File: config.mk
export PLATFORM = sky130hd
export DESIGN_NAME = torus_minimal_route_select_core_flat
export DESIGN_NICKNAME = d
export VERILOG_FILES = /design/src/hdl/trmrs_pkg.sv /design/src/hdl/trmrs_req_if.sv /design/src/hdl/trmrs_rsp_if.sv /design/src/hdl/trmrs_div_stage.sv /design/src/hdl/trmrs_decide.sv /design/src/hdl/trmrs_select.sv /design/src/hdl/torus_minimal_route_select_core.sv /design/src/flat_wrapper.sv
export SDC_FILE = /design/constraint.sdc
export NUM_CORES = 1
export LEC_CHECK = 0
export BUFFER_PORTS_ARGS = -buffer_cell sky130_fd_sc_hd__buf_4
export CORE_ASPECT_RATIO = 0.8
export CORE_UTILIZATION = 58
export DETAILED_ROUTE_END_ITERATION = 8
export PLACE_DENSITY = 0.74
export SLEW_MARGIN = 30
export SYNTH_ARGS = -nofsm -noshare
export SYNTH_HDL_FRONTEND = slang
export SYNTH_SLANG_ARGS = --single-unit
File: constraint.sdc
create_clock -name clk -period 9.22 [get_ports clk]
set_input_delay 0.922 -clock clk [delete_from_list [all_inputs] [get_ports clk]]
set_output_delay 0.922 -clock clk [all_outputs]
set_load 0.02 [all_outputs]
File: src/hdl/trmrs_pkg.sv
`timescale 1ns / 1ps

package trmrs_pkg;

  localparam int NUM_DIMS        = 3;
  localparam int ADDR_W          = 12;
  localparam int COORD_W         = 5;
  localparam int SIZE_W          = 5;
  localparam int PORT_W          = 3;
  localparam int MASK_W          = 2 * NUM_DIMS;
  localparam int START_W         = 3;
  localparam int QUEUE_W         = 2;
  localparam int COUNT_W         = 2;
  localparam int CFG_INDEX_W     = 2;
  localparam int CFG_DATA_W      = 12;
  localparam int STEPS_PER_STAGE = 4;
  localparam int STAGES_PER_DIM  = ADDR_W / STEPS_PER_STAGE;
  localparam int DIV_STAGES      = NUM_DIMS * STAGES_PER_DIM;

  localparam logic [QUEUE_W-1:0] QUEUE_A = 2'd0;
  localparam logic [QUEUE_W-1:0] QUEUE_B = 2'd1;
  localparam logic [QUEUE_W-1:0] QUEUE_C = 2'd2;

  localparam logic [CFG_INDEX_W-1:0] REG_NODE_ADDRESS = 2'd0;
  localparam logic [CFG_INDEX_W-1:0] REG_SIZE_X       = 2'd1;
  localparam logic [CFG_INDEX_W-1:0] REG_SIZE_Y       = 2'd2;
  localparam logic [CFG_INDEX_W-1:0] REG_SIZE_Z       = 2'd3;

  typedef logic [NUM_DIMS-1:0][SIZE_W-1:0] size_vec_t;
  typedef logic [NUM_DIMS-1:0][COORD_W-1:0] coord_vec_t;

  typedef struct packed {
    logic [COORD_W-1:0] r;
    logic [ADDR_W-1:0]  w;
  } div_state_t;

  typedef struct packed {
    div_state_t          node;
    div_state_t          dest;
    coord_vec_t          node_c;
    coord_vec_t          dest_c;
    logic                atd;
    logic [QUEUE_W-1:0]  q;
    logic [MASK_W-1:0]   busy;
    logic [START_W-1:0]  rstart;
  } flight_t;

  typedef struct packed {
    logic                             atd;
    logic [MASK_W-1:0]                mask;
    logic [QUEUE_W-1:0]               q;
    logic [QUEUE_W-1:0]               nq;
    logic [COUNT_W-1:0]               n;
    logic [NUM_DIMS-1:0][PORT_W-1:0]  ports;
    logic [COUNT_W-1:0]               start;
    logic [MASK_W-1:0]                busy;
  } decision_t;

  typedef struct packed {
    logic               at_destination;
    logic [MASK_W-1:0]  dir_mask;
    logic [QUEUE_W-1:0] next_queue;
    logic               queue_change;
    logic               route_ok;
    logic [PORT_W-1:0]  out_port;
  } result_t;

  // One step of restoring division: shift in the next dividend bit and
  // replace it with the quotient bit.
  function automatic div_state_t div_step(div_state_t st, logic [SIZE_W-1:0] k);
    logic [COORD_W:0] sh;
    div_state_t       nx;
    sh = {st.r, st.w[ADDR_W-1]};
    nx.w = {st.w[ADDR_W-2:0], 1'b0};
    if (sh >= {1'b0, k}) begin
      nx.r = COORD_W'(sh - {1'b0, k});
      nx.w[0] = 1'b1;
    end else begin
      nx.r = sh[COORD_W-1:0];
    end
    return nx;
  endfunction

endpackage

File: src/hdl/trmrs_req_if.sv
`timescale 1ns / 1ps

interface trmrs_req_if;
  import trmrs_pkg::*;

  logic                valid;
  logic                ready;
  logic [ADDR_W-1:0]   dest_address;
  logic [QUEUE_W-1:0]  current_queue;
  logic                injected;
  logic [MASK_W-1:0]   port_busy;
  logic [START_W-1:0]  rand_start;

  modport source (
    output valid, dest_address, current_queue, injected, port_busy, rand_start,
    input  ready
  );

  modport sink (
    input  valid, dest_address, current_queue, injected, port_busy, rand_start,
    output ready
  );
endinterface

File: src/hdl/trmrs_rsp_if.sv
`timescale 1ns / 1ps

interface trmrs_rsp_if;
  import trmrs_pkg::*;

  logic                valid;
  logic                ready;
  logic                at_destination;
  logic [MASK_W-1:0]   dir_mask;
  logic [QUEUE_W-1:0]  next_queue;
  logic                queue_change;
  logic                route_ok;
  logic [PORT_W-1:0]   out_port;

  modport source (
    output valid, at_destination, dir_mask, next_queue, queue_change, route_ok,
           out_port,
    input  ready
  );

  modport sink (
    input  valid, at_destination, dir_mask, next_queue, queue_change, route_ok,
           out_port,
    output ready
  );
endinterface

File: src/hdl/trmrs_div_stage.sv
`timescale 1ns / 1ps

module trmrs_div_stage #(
  parameter int DIM    = 0,
  parameter bit FINISH = 1'b0
) (
  input  logic                  clk,
  input  logic                  rst,
  input  trmrs_pkg::size_vec_t  ksize,
  input  logic                  in_valid,
  output logic                  in_ready,
  input  trmrs_pkg::flight_t    in_data,
  output logic                  out_valid,
  input  logic                  out_ready,
  output trmrs_pkg::flight_t    out_data
);
  import trmrs_pkg::*;

  flight_t nd;

  always_comb begin
    nd = in_data;
    for (int s = 0; s < STEPS_PER_STAGE; s++) begin
      nd.node = div_step(nd.node, ksize[DIM]);
      nd.dest = div_step(nd.dest, ksize[DIM]);
    end
    if (FINISH) begin
      nd.node_c[DIM] = nd.node.r;
      nd.dest_c[DIM] = nd.dest.r;
      nd.node.r = '0;
      nd.dest.r = '0;
    end
  end

  assign in_ready = !out_valid || out_ready;

  always_ff @(posedge clk) begin
    if (rst) begin
      out_valid <= 1'b0;
    end else if (in_ready) begin
      out_valid <= in_valid;
    end
  end

  always_ff @(posedge clk) begin
    if (in_valid && in_ready) begin
      out_data <= nd;
    end
  end

endmodule

File: src/hdl/trmrs_decide.sv
`timescale 1ns / 1ps

module trmrs_decide (
  input  logic                  clk,
  input  logic                  rst,
  input  trmrs_pkg::size_vec_t  ksize,
  input  logic                  in_valid,
  output logic                  in_ready,
  input  trmrs_pkg::flight_t    in_data,
  output logic                  out_valid,
  input  logic                  out_ready,
  output trmrs_pkg::decision_t  out_data
);
  import trmrs_pkg::*;

  decision_t          nd;
  logic [COORD_W:0]   off;
  logic [COORD_W-1:0] here;
  logic [COORD_W-1:0] there;
  logic [SIZE_W-1:0]  k;
  logic               larger;
  logic               smaller;
  logic [PORT_W-1:0]  p;

  always_comb begin
    nd = '0;
    larger = 1'b0;
    smaller = 1'b0;
    off = '0;
    here = '0;
    there = '0;
    k = '0;
    p = '0;
    for (int i = 0; i < NUM_DIMS; i++) begin
      here = in_data.node_c[i];
      there = in_data.dest_c[i];
      k = ksize[i];
      if (there >= here) begin
        off = {1'b0, there} - {1'b0, here};
      end else begin
        off = {1'b0, there} + {1'b0, k} - {1'b0, here};
      end
      if (off != '0) begin
        if (off <= {2'b00, k[SIZE_W-1:1]}) begin
          p = PORT_W'(2 * i);
          if (here != k - 1'b1) larger = 1'b1;
          else smaller = 1'b1;
        end else begin
          p = PORT_W'(2 * i + 1);
          if (here == '0) larger = 1'b1;
          else smaller = 1'b1;
        end
        nd.ports[nd.n] = p;
        nd.n = nd.n + 1'b1;
        nd.mask[p] = 1'b1;
      end
    end

    nd.atd = in_data.atd;
    nd.q = in_data.q;
    nd.busy = in_data.busy;
    if (in_data.atd) begin
      nd.nq = in_data.q;
    end else if (in_data.q == QUEUE_A) begin
      nd.nq = larger ? QUEUE_A : QUEUE_B;
    end else if (in_data.q == QUEUE_B) begin
      nd.nq = smaller ? QUEUE_B : QUEUE_C;
    end else begin
      nd.nq = QUEUE_C;
    end

    case (nd.n)
      2'd2:    nd.start = {1'b0, in_data.rstart[0]};
      2'd3: begin
        case (in_data.rstart)
          3'd1, 3'd4, 3'd7: nd.start = 2'd1;
          3'd2, 3'd5:       nd.start = 2'd2;
          default:          nd.start = 2'd0;
        endcase
      end
      default: nd.start = 2'd0;
    endcase
  end

  assign in_ready = !out_valid || out_ready;

  always_ff @(posedge clk) begin
    if (rst) begin
      out_valid <= 1'b0;
    end else if (in_ready) begin
      out_valid <= in_valid;
    end
  end

  always_ff @(posedge clk) begin
    if (in_valid && in_ready) begin
      out_data <= nd;
    end
  end

endmodule

File: src/hdl/trmrs_select.sv
`timescale 1ns / 1ps

module trmrs_select (
  input  logic                  clk,
  input  logic                  rst,
  input  logic                  in_valid,
  output logic                  in_ready,
  input  trmrs_pkg::decision_t  in_data,
  output logic                  out_valid,
  input  logic                  out_ready,
  output trmrs_pkg::result_t    out_data
);
  import trmrs_pkg::*;

  result_t           nd;
  logic              stay;
  logic [PORT_W-1:0] idx;
  logic [PORT_W-1:0] p;

  always_comb begin
    nd = '0;
    idx = '0;
    p = '0;
    stay = !in_data.atd && (in_data.nq == in_data.q) && (in_data.n != '0);
    nd.at_destination = in_data.atd;
    nd.dir_mask = in_data.mask;
    nd.next_queue = in_data.nq;
    nd.queue_change = in_data.nq != in_data.q;
    for (int d = 0; d < NUM_DIMS; d++) begin
      idx = {1'b0, in_data.start} + PORT_W'(d);
      if (idx >= {1'b0, in_data.n}) idx = idx - {1'b0, in_data.n};
      p = in_data.ports[idx[COUNT_W-1:0]];
      if (stay && (COUNT_W'(d) < in_data.n) && !nd.route_ok && !in_data.busy[p]) begin
        nd.route_ok = 1'b1;
        nd.out_port = p;
      end
    end
  end

  assign in_ready = !out_valid || out_ready;

  always_ff @(posedge clk) begin
    if (rst) begin
      out_valid <= 1'b0;
    end else if (in_ready) begin
      out_valid <= in_valid;
    end
  end

  always_ff @(posedge clk) begin
    if (in_valid && in_ready) begin
      out_data <= nd;
    end
  end

endmodule

File: src/hdl/torus_minimal_route_select_core.sv
`timescale 1ns / 1ps
// Pipeline: nine divider stages of four quotient bits each, a decision stage and a
// port-scan stage, each with its own output register.
// Throughput: one word per cycle; every stage holds its word when stalled and
// takes a new word as soon as it moves on.
// Reset: synchronous; clears all valid bits and loads address 0 and sizes 4.
module torus_minimal_route_select_core #(
  parameter int MAX_RADIX = 16
) (
  input  logic                                   clk,
  input  logic                                   rst,
  input  logic                                   cfg_we,
  input  logic [trmrs_pkg::CFG_INDEX_W-1:0]      cfg_index,
  input  logic [trmrs_pkg::CFG_DATA_W-1:0]       cfg_data,
  trmrs_req_if.sink                              req,
  trmrs_rsp_if.source                            rsp
);
  import trmrs_pkg::*;

  localparam logic [SIZE_W-1:0] CLAMP =
    SIZE_W'((MAX_RADIX > (2 ** SIZE_W - 1)) ? (2 ** SIZE_W - 1) : MAX_RADIX);

  logic [ADDR_W-1:0] node_address;
  size_vec_t         size_reg;
  size_vec_t         ksize;

  flight_t   stage_data  [DIV_STAGES+1];
  logic      stage_valid [DIV_STAGES+1];
  logic      stage_ready [DIV_STAGES+1];
  decision_t dec_data;
  logic      dec_valid;
  logic      dec_ready;
  result_t   res_data;

  always_ff @(posedge clk) begin
    if (rst) begin
      node_address <= '0;
      size_reg <= {NUM_DIMS{SIZE_W'(4)}};
    end else if (cfg_we) begin
      unique case (cfg_index)
        REG_NODE_ADDRESS: node_address <= cfg_data[ADDR_W-1:0];
        REG_SIZE_X:       size_reg[0] <= cfg_data[SIZE_W-1:0];
        REG_SIZE_Y:       size_reg[1] <= cfg_data[SIZE_W-1:0];
        REG_SIZE_Z:       size_reg[2] <= cfg_data[SIZE_W-1:0];
        default:          ;
      endcase
    end
  end

  always_comb begin
    for (int i = 0; i < NUM_DIMS; i++) begin
      if (size_reg[i] == '0) ksize[i] = SIZE_W'(1);
      else if (size_reg[i] > CLAMP) ksize[i] = CLAMP;
      else ksize[i] = size_reg[i];
    end
  end

  always_comb begin
    stage_data[0] = '0;
    stage_data[0].node.w = node_address;
    stage_data[0].dest.w = req.dest_address;
    stage_data[0].atd = req.dest_address == node_address;
    if (req.injected) stage_data[0].q = QUEUE_A;
    else if (req.current_queue >= QUEUE_C) stage_data[0].q = QUEUE_C;
    else stage_data[0].q = req.current_queue;
    stage_data[0].busy = req.port_busy;
    stage_data[0].rstart = req.rand_start;
  end

  assign stage_valid[0] = req.valid;
  assign req.ready = stage_ready[0];

  for (genvar g = 0; g < DIV_STAGES; g++) begin : g_div
    trmrs_div_stage #(
      .DIM    (g / STAGES_PER_DIM),
      .FINISH ((g % STAGES_PER_DIM) == (STAGES_PER_DIM - 1))
    ) u_div (
      .clk       (clk),
      .rst       (rst),
      .ksize     (ksize),
      .in_valid  (stage_valid[g]),
      .in_ready  (stage_ready[g]),
      .in_data   (stage_data[g]),
      .out_valid (stage_valid[g+1]),
      .out_ready (stage_ready[g+1]),
      .out_data  (stage_data[g+1])
    );
  end

  trmrs_decide u_decide (
    .clk       (clk),
    .rst       (rst),
    .ksize     (ksize),
    .in_valid  (stage_valid[DIV_STAGES]),
    .in_ready  (stage_ready[DIV_STAGES]),
    .in_data   (stage_data[DIV_STAGES]),
    .out_valid (dec_valid),
    .out_ready (dec_ready),
    .out_data  (dec_data)
  );

  trmrs_select u_select (
    .clk       (clk),
    .rst       (rst),
    .in_valid  (dec_valid),
    .in_ready  (dec_ready),
    .in_data   (dec_data),
    .out_valid (rsp.valid),
    .out_ready (rsp.ready),
    .out_data  (res_data)
  );

  assign rsp.at_destination = res_data.at_destination;
  assign rsp.dir_mask       = res_data.dir_mask;
  assign rsp.next_queue     = res_data.next_queue;
  assign rsp.queue_change   = res_data.queue_change;
  assign rsp.route_ok       = res_data.route_ok;
  assign rsp.out_port       = res_data.out_port;

  a_ok_in_mask: assert property (@(posedge clk) disable iff (rst)
    rsp.valid && rsp.route_ok |-> rsp.dir_mask[rsp.out_port] && !rsp.queue_change
      && !rsp.at_destination)
    else $error("Chosen port is not an admissible direction.");

  a_change_no_port: assert property (@(posedge clk) disable iff (rst)
    rsp.valid && rsp.queue_change |-> !rsp.route_ok && rsp.out_port == '0
      && rsp.next_queue != QUEUE_A)
    else $error("Queue change carries a port choice.");

  a_dest_stays: assert property (@(posedge clk) disable iff (rst)
    rsp.valid && rsp.at_destination |-> !rsp.queue_change && !rsp.route_ok)
    else $error("Packet at its destination was routed onward.");

  a_reset_empty: assert property (@(posedge clk)
    !rst && $past(rst) |-> !rsp.valid && !dec_valid)
    else $error("Pipeline holds a word right after reset.");

endmodule
File: src/flat_wrapper.sv
// flat-port wrapper written by rule: the top's interface ports become plain ports
module torus_minimal_route_select_core_flat import trmrs_pkg::*;
#(
  parameter int MAX_RADIX = 16
)
  (clk, rst, cfg_we, cfg_index, cfg_data, req_valid, req_dest_address, req_current_queue, req_injected, req_port_busy, req_rand_start, req_ready, rsp_valid, rsp_at_destination, rsp_dir_mask, rsp_next_queue, rsp_queue_change, rsp_route_ok, rsp_out_port, rsp_ready);
  trmrs_req_if req_i ();
  trmrs_rsp_if rsp_i ();
  input  logic clk;
  input  logic rst;
  input  logic cfg_we;
  input  logic [trmrs_pkg::CFG_INDEX_W-1:0] cfg_index;
  input  logic [trmrs_pkg::CFG_DATA_W-1:0] cfg_data;
  input wire logic [$bits(req_i.valid)-1:0] req_valid;
  input wire logic [$bits(req_i.dest_address)-1:0] req_dest_address;
  input wire logic [$bits(req_i.current_queue)-1:0] req_current_queue;
  input wire logic [$bits(req_i.injected)-1:0] req_injected;
  input wire logic [$bits(req_i.port_busy)-1:0] req_port_busy;
  input wire logic [$bits(req_i.rand_start)-1:0] req_rand_start;
  output wire logic [$bits(req_i.ready)-1:0] req_ready;
  output wire logic [$bits(rsp_i.valid)-1:0] rsp_valid;
  output wire logic [$bits(rsp_i.at_destination)-1:0] rsp_at_destination;
  output wire logic [$bits(rsp_i.dir_mask)-1:0] rsp_dir_mask;
  output wire logic [$bits(rsp_i.next_queue)-1:0] rsp_next_queue;
  output wire logic [$bits(rsp_i.queue_change)-1:0] rsp_queue_change;
  output wire logic [$bits(rsp_i.route_ok)-1:0] rsp_route_ok;
  output wire logic [$bits(rsp_i.out_port)-1:0] rsp_out_port;
  input wire logic [$bits(rsp_i.ready)-1:0] rsp_ready;
  assign req_i.valid = req_valid;
  assign req_i.dest_address = req_dest_address;
  assign req_i.current_queue = req_current_queue;
  assign req_i.injected = req_injected;
  assign req_i.port_busy = req_port_busy;
  assign req_i.rand_start = req_rand_start;
  assign req_ready = req_i.ready;
  assign rsp_valid = rsp_i.valid;
  assign rsp_at_destination = rsp_i.at_destination;
  assign rsp_dir_mask = rsp_i.dir_mask;
  assign rsp_next_queue = rsp_i.next_queue;
  assign rsp_queue_change = rsp_i.queue_change;
  assign rsp_route_ok = rsp_i.route_ok;
  assign rsp_out_port = rsp_i.out_port;
  assign rsp_i.ready = rsp_ready;
  torus_minimal_route_select_core #(.MAX_RADIX(MAX_RADIX)) u_core (.clk(clk), .rst(rst), .cfg_we(cfg_we), .cfg_index(cfg_index), .cfg_data(cfg_data), .req(req_i), .rsp(rsp_i));
endmodule
==> flow_metrics.py <==
metrics = {
    "placed_design": {
        "place_area_sq_um": 37500,
        "port_buffers": 58,
        "globalplace.congestion": 0.931,
        "pre_cts_ws_ns": 0.781,
        "hpwl_microns": 57900,
    },
    "power_and_ir_drop": {
        "leakagePower_nw": 16.1,
        "seqPwrFrac": 0.272,
        "ir_drop_mv": 0.544,
        "p_sw_frac": 0.369,
        "power_per_cell_area_nw_per_um2": 303,
        "p_comb_frac": 0.542,
        "p_int_mw": 7.51,
        "clkPwrFrac": 0.186,
        "switching_power_mw": 4.39,
    },
    "clock_network": {
        "cts.reportedPaths.clkPinSlew_ns": 0.06,
        "clockBufferDepth": 3,
        "htree_levels": 2,
        "cts_setup_buffers": 0,
        "clock_sinks": 537,
        "cts_resized": 0,
        "clk-insertion-delay-late_ns": 0.61,
        "numCtsBuffers": 52,
        "cts_hold_buf": 0,
        "cts_tree": "built",
        "cts_root_buf": "clkbuf_16",
    },
    "layout": {
        "fillerInstances": 4531,
        "drive_gt1_frac": 0.116,
        "final_cell_area_sq_um": 39300,
        "layout.area.seq_sq_um": 15700,
        "nNetsFinal": 3714,
        "final_common_cell": "edfxtp_1",
        "multi_input_area_sq_um": 18800,
        "area_growth_pct": 9.79,
        "diodes": 0,
        "final_cell_mix": "499 x edfxtp_1, 399 x ha_1, 321 x inv_1",
        "largest_register_ffs": 456,
    },
    "yosys": {
        "async_flop_share": 0,
        "synth_cells": 3064,
        "synth_top_area_frac": 0.419,
        "synth_area_leaders": "edfxtp_1 42%, ha_1 14%, fa_1 4.9%",
        "netlist_area_sq_um": 35800,
        "synth_flop_cell": "edfxtp_1",
        "ys_seq_area_frac": 0.440,
        "ys_types": 84,
        "yosysTopAreaCell": "edfxtp_1",
        "syn-num-nets": 3593,
        "syn_avg_cell_area_sq_um": 11.7,
        "synth-seq-cells": 537,
        "yosysWarnings": 0,
        "synth-edff-count": 499,
    },
    "timing": {
        "fin_crit_sh": 0.932,
        "rsz0062_at_grt": "no",
        "setup_viol": 0,
        "final-max-slew-violation-count": 0,
        "fin_crit_ns": 8.59,
        "worstMarginPinSlew_ns": 0.837,
        "fmax_mhz": 116,
        "skew_ns": 0.0198,
        "layout_setup_ws_ns": 0.631,
        "relSlewSlack": 0.440,
        "finalSetupTns_ns": 0,
        "hold_viol": 0,
    },
    "floorplanning": {
        "die_w_microns": 280,
        "start_util": 0.586,
        "rows": 81,
        "ios": 59,
        "die_h_microns": 224,
        "die_area_sq_um": 62700,
        "core-area_sq_um": 61000,
    },
    "worst_setup_path": {
        "path_class": "reg -> reg",
        "arrival_ns": 8.93,
        "worstPathRequired_ns": 9.56,
        "slowest_delay_ns": 0.62,
        "critical_path.max_fanout": 19,
        "endpoint_kind": "flop",
        "crit_top_cell": "a21o_1",
        "crit_path_start_kind": "flop",
        "slowest_stage": "fa_1",
    },
    "detailed_routing": {
        "drt-total-wl_microns": 77800,
        "wl_per_cell_microns": 19.2,
        "drtPass1Iterations": 5,
        "drt_iter0_drc": 1761,
        "drc": 0,
        "routed-via-count": 24000,
        "routed_via_density": 5.92,
        "postRouteAntennaNets": 0,
    },
    "grt": {
        "grt_max_degree": 59,
        "antenna_found_initial": 0,
        "grt_first_pass_wirelength_microns": 126000,
        "grt_pass1_vias": 24600,
        "overflow": 0,
        "track_usage": 0.251,
    },
    "worst_hold_path": {
        "worstHoldPathType": "reg -> reg",
    },
    "run_status": {
        "outcome": "finished clean",
    },
    "job": {
        "max-cap-violations": 0,
    },
}
power by group through the flow:
stage | logic [mW] | clock network [mW] | registers, mW
2_1_floorplan | 5.15 | 0 | 3.26
3_3_place_gp | 5.95 | 0 | 3.29
3_5_place_dp | 6.28 | 0 | 3.29
4_1_cts | 6.36 | 2.25 | 3.24
5_1_grt | 7.07 | 2.34 | 3.25
6_report | 6.45 | 2.21 | 3.24
synth_stat cells, drive strengths merged, types with 17 or more instances:
| master | n |
|---|---|
| nand3 | 20 |
| mux2 | 129 |
| xnor2 | 129 |
| or3 | 17 |
| and3 | 20 |
| mux2i | 113 |
| o21ai | 119 |
| nand2b | 32 |
| nand3b | 22 |
| a21o | 128 |
| inv | 322 |
| and2 | 18 |
| a221oi | 17 |
| nand4 | 36 |
| nor3 | 19 |
| nor2 | 163 |
| dfxtp | 38 |
| a21oi | 216 |
| ha | 399 |
| fa | 87 |
| nand2 | 109 |
| edfxtp | 499 |
| nor2b | 89 |
| xor2 | 91 |
worst paths after layout:
kind | startpoint | to | slack, ns | cells after the start
max reg2reg | u_core.size_reg[14] | u_core.g_div[8].u_div.out_data[25] | 0.63 | 32
max | u_core.size_reg[14] | u_core.g_div[8].u_div.out_data[25] | 0.63 | 32
min reg2reg | u_core.g_div[7].u_div.out_data[36] | u_core.g_div[8].u_div.out_data[36] | 0.41 | 0
min | u_core.g_div[7].u_div.out_data[36] | u_core.g_div[8].u_div.out_data[36] | 0.41 | 0
cell type report:
class | count | area share
clock buffer | 69 | 0.0358
clock inverter | 28 | 0.00931
inverter | 322 | 0.0308
multi-input combinational | 2177 | 0.478
sequential | 537 | 0.401
tap | 830 | 0.0265
timing repair buffer | 95 | 0.0182
per-stage QoR:
stage	hold WS (ns)	std cells	total power, mW	util
6_report	0.407	4058	11.9	0.643
5_1_grt	0.414	4058	12.7	0.643
2_1_floorplan	0.400	3064	8.41	-
3_3_place_gp	0.400	3961	9.24	0.614
3_5_place_dp	0.405	3961	9.57	0.614
4_1_cts	0.405	4058	11.9	0.643
layer usage:
metal  part of all wire  track usage  vias to the layer above  wire length, microns
li1                   -            -                    11500                     -
met1               0.45        0.339                    11600                 35100
met2               0.47        0.421                      747                 36500
met3              0.049       0.0280                      182                  3810
met4              0.030       0.0888                        0                  2340
met5                  0            0                        -                     0
critical path, delay by kind of cell (launching register included):
family	cells	cell delay, ns
AO/OA/AOI/OAI	17	4.20
adder cells (fa/ha/maj)	4	1.64
buffers and inverters	3	0.42
flip-flops	1	0.31
multiplexers	1	0.41
AND/OR/NAND/NOR	7	1.35
logic make-up (layout without fill, tap and decap cells):
family,after synthesis,in the layout,share of synthesized area
fa+ha+maj,486,486,0.188
xor+xnor,220,220,0.0539
compound gates,648,648,0.123
flops,537,537,0.440
simple gates,580,580,0.0836
buf+inv,350,514,0.0375
mux,243,243,0.0729
Power figures use the tool's default switching activity.
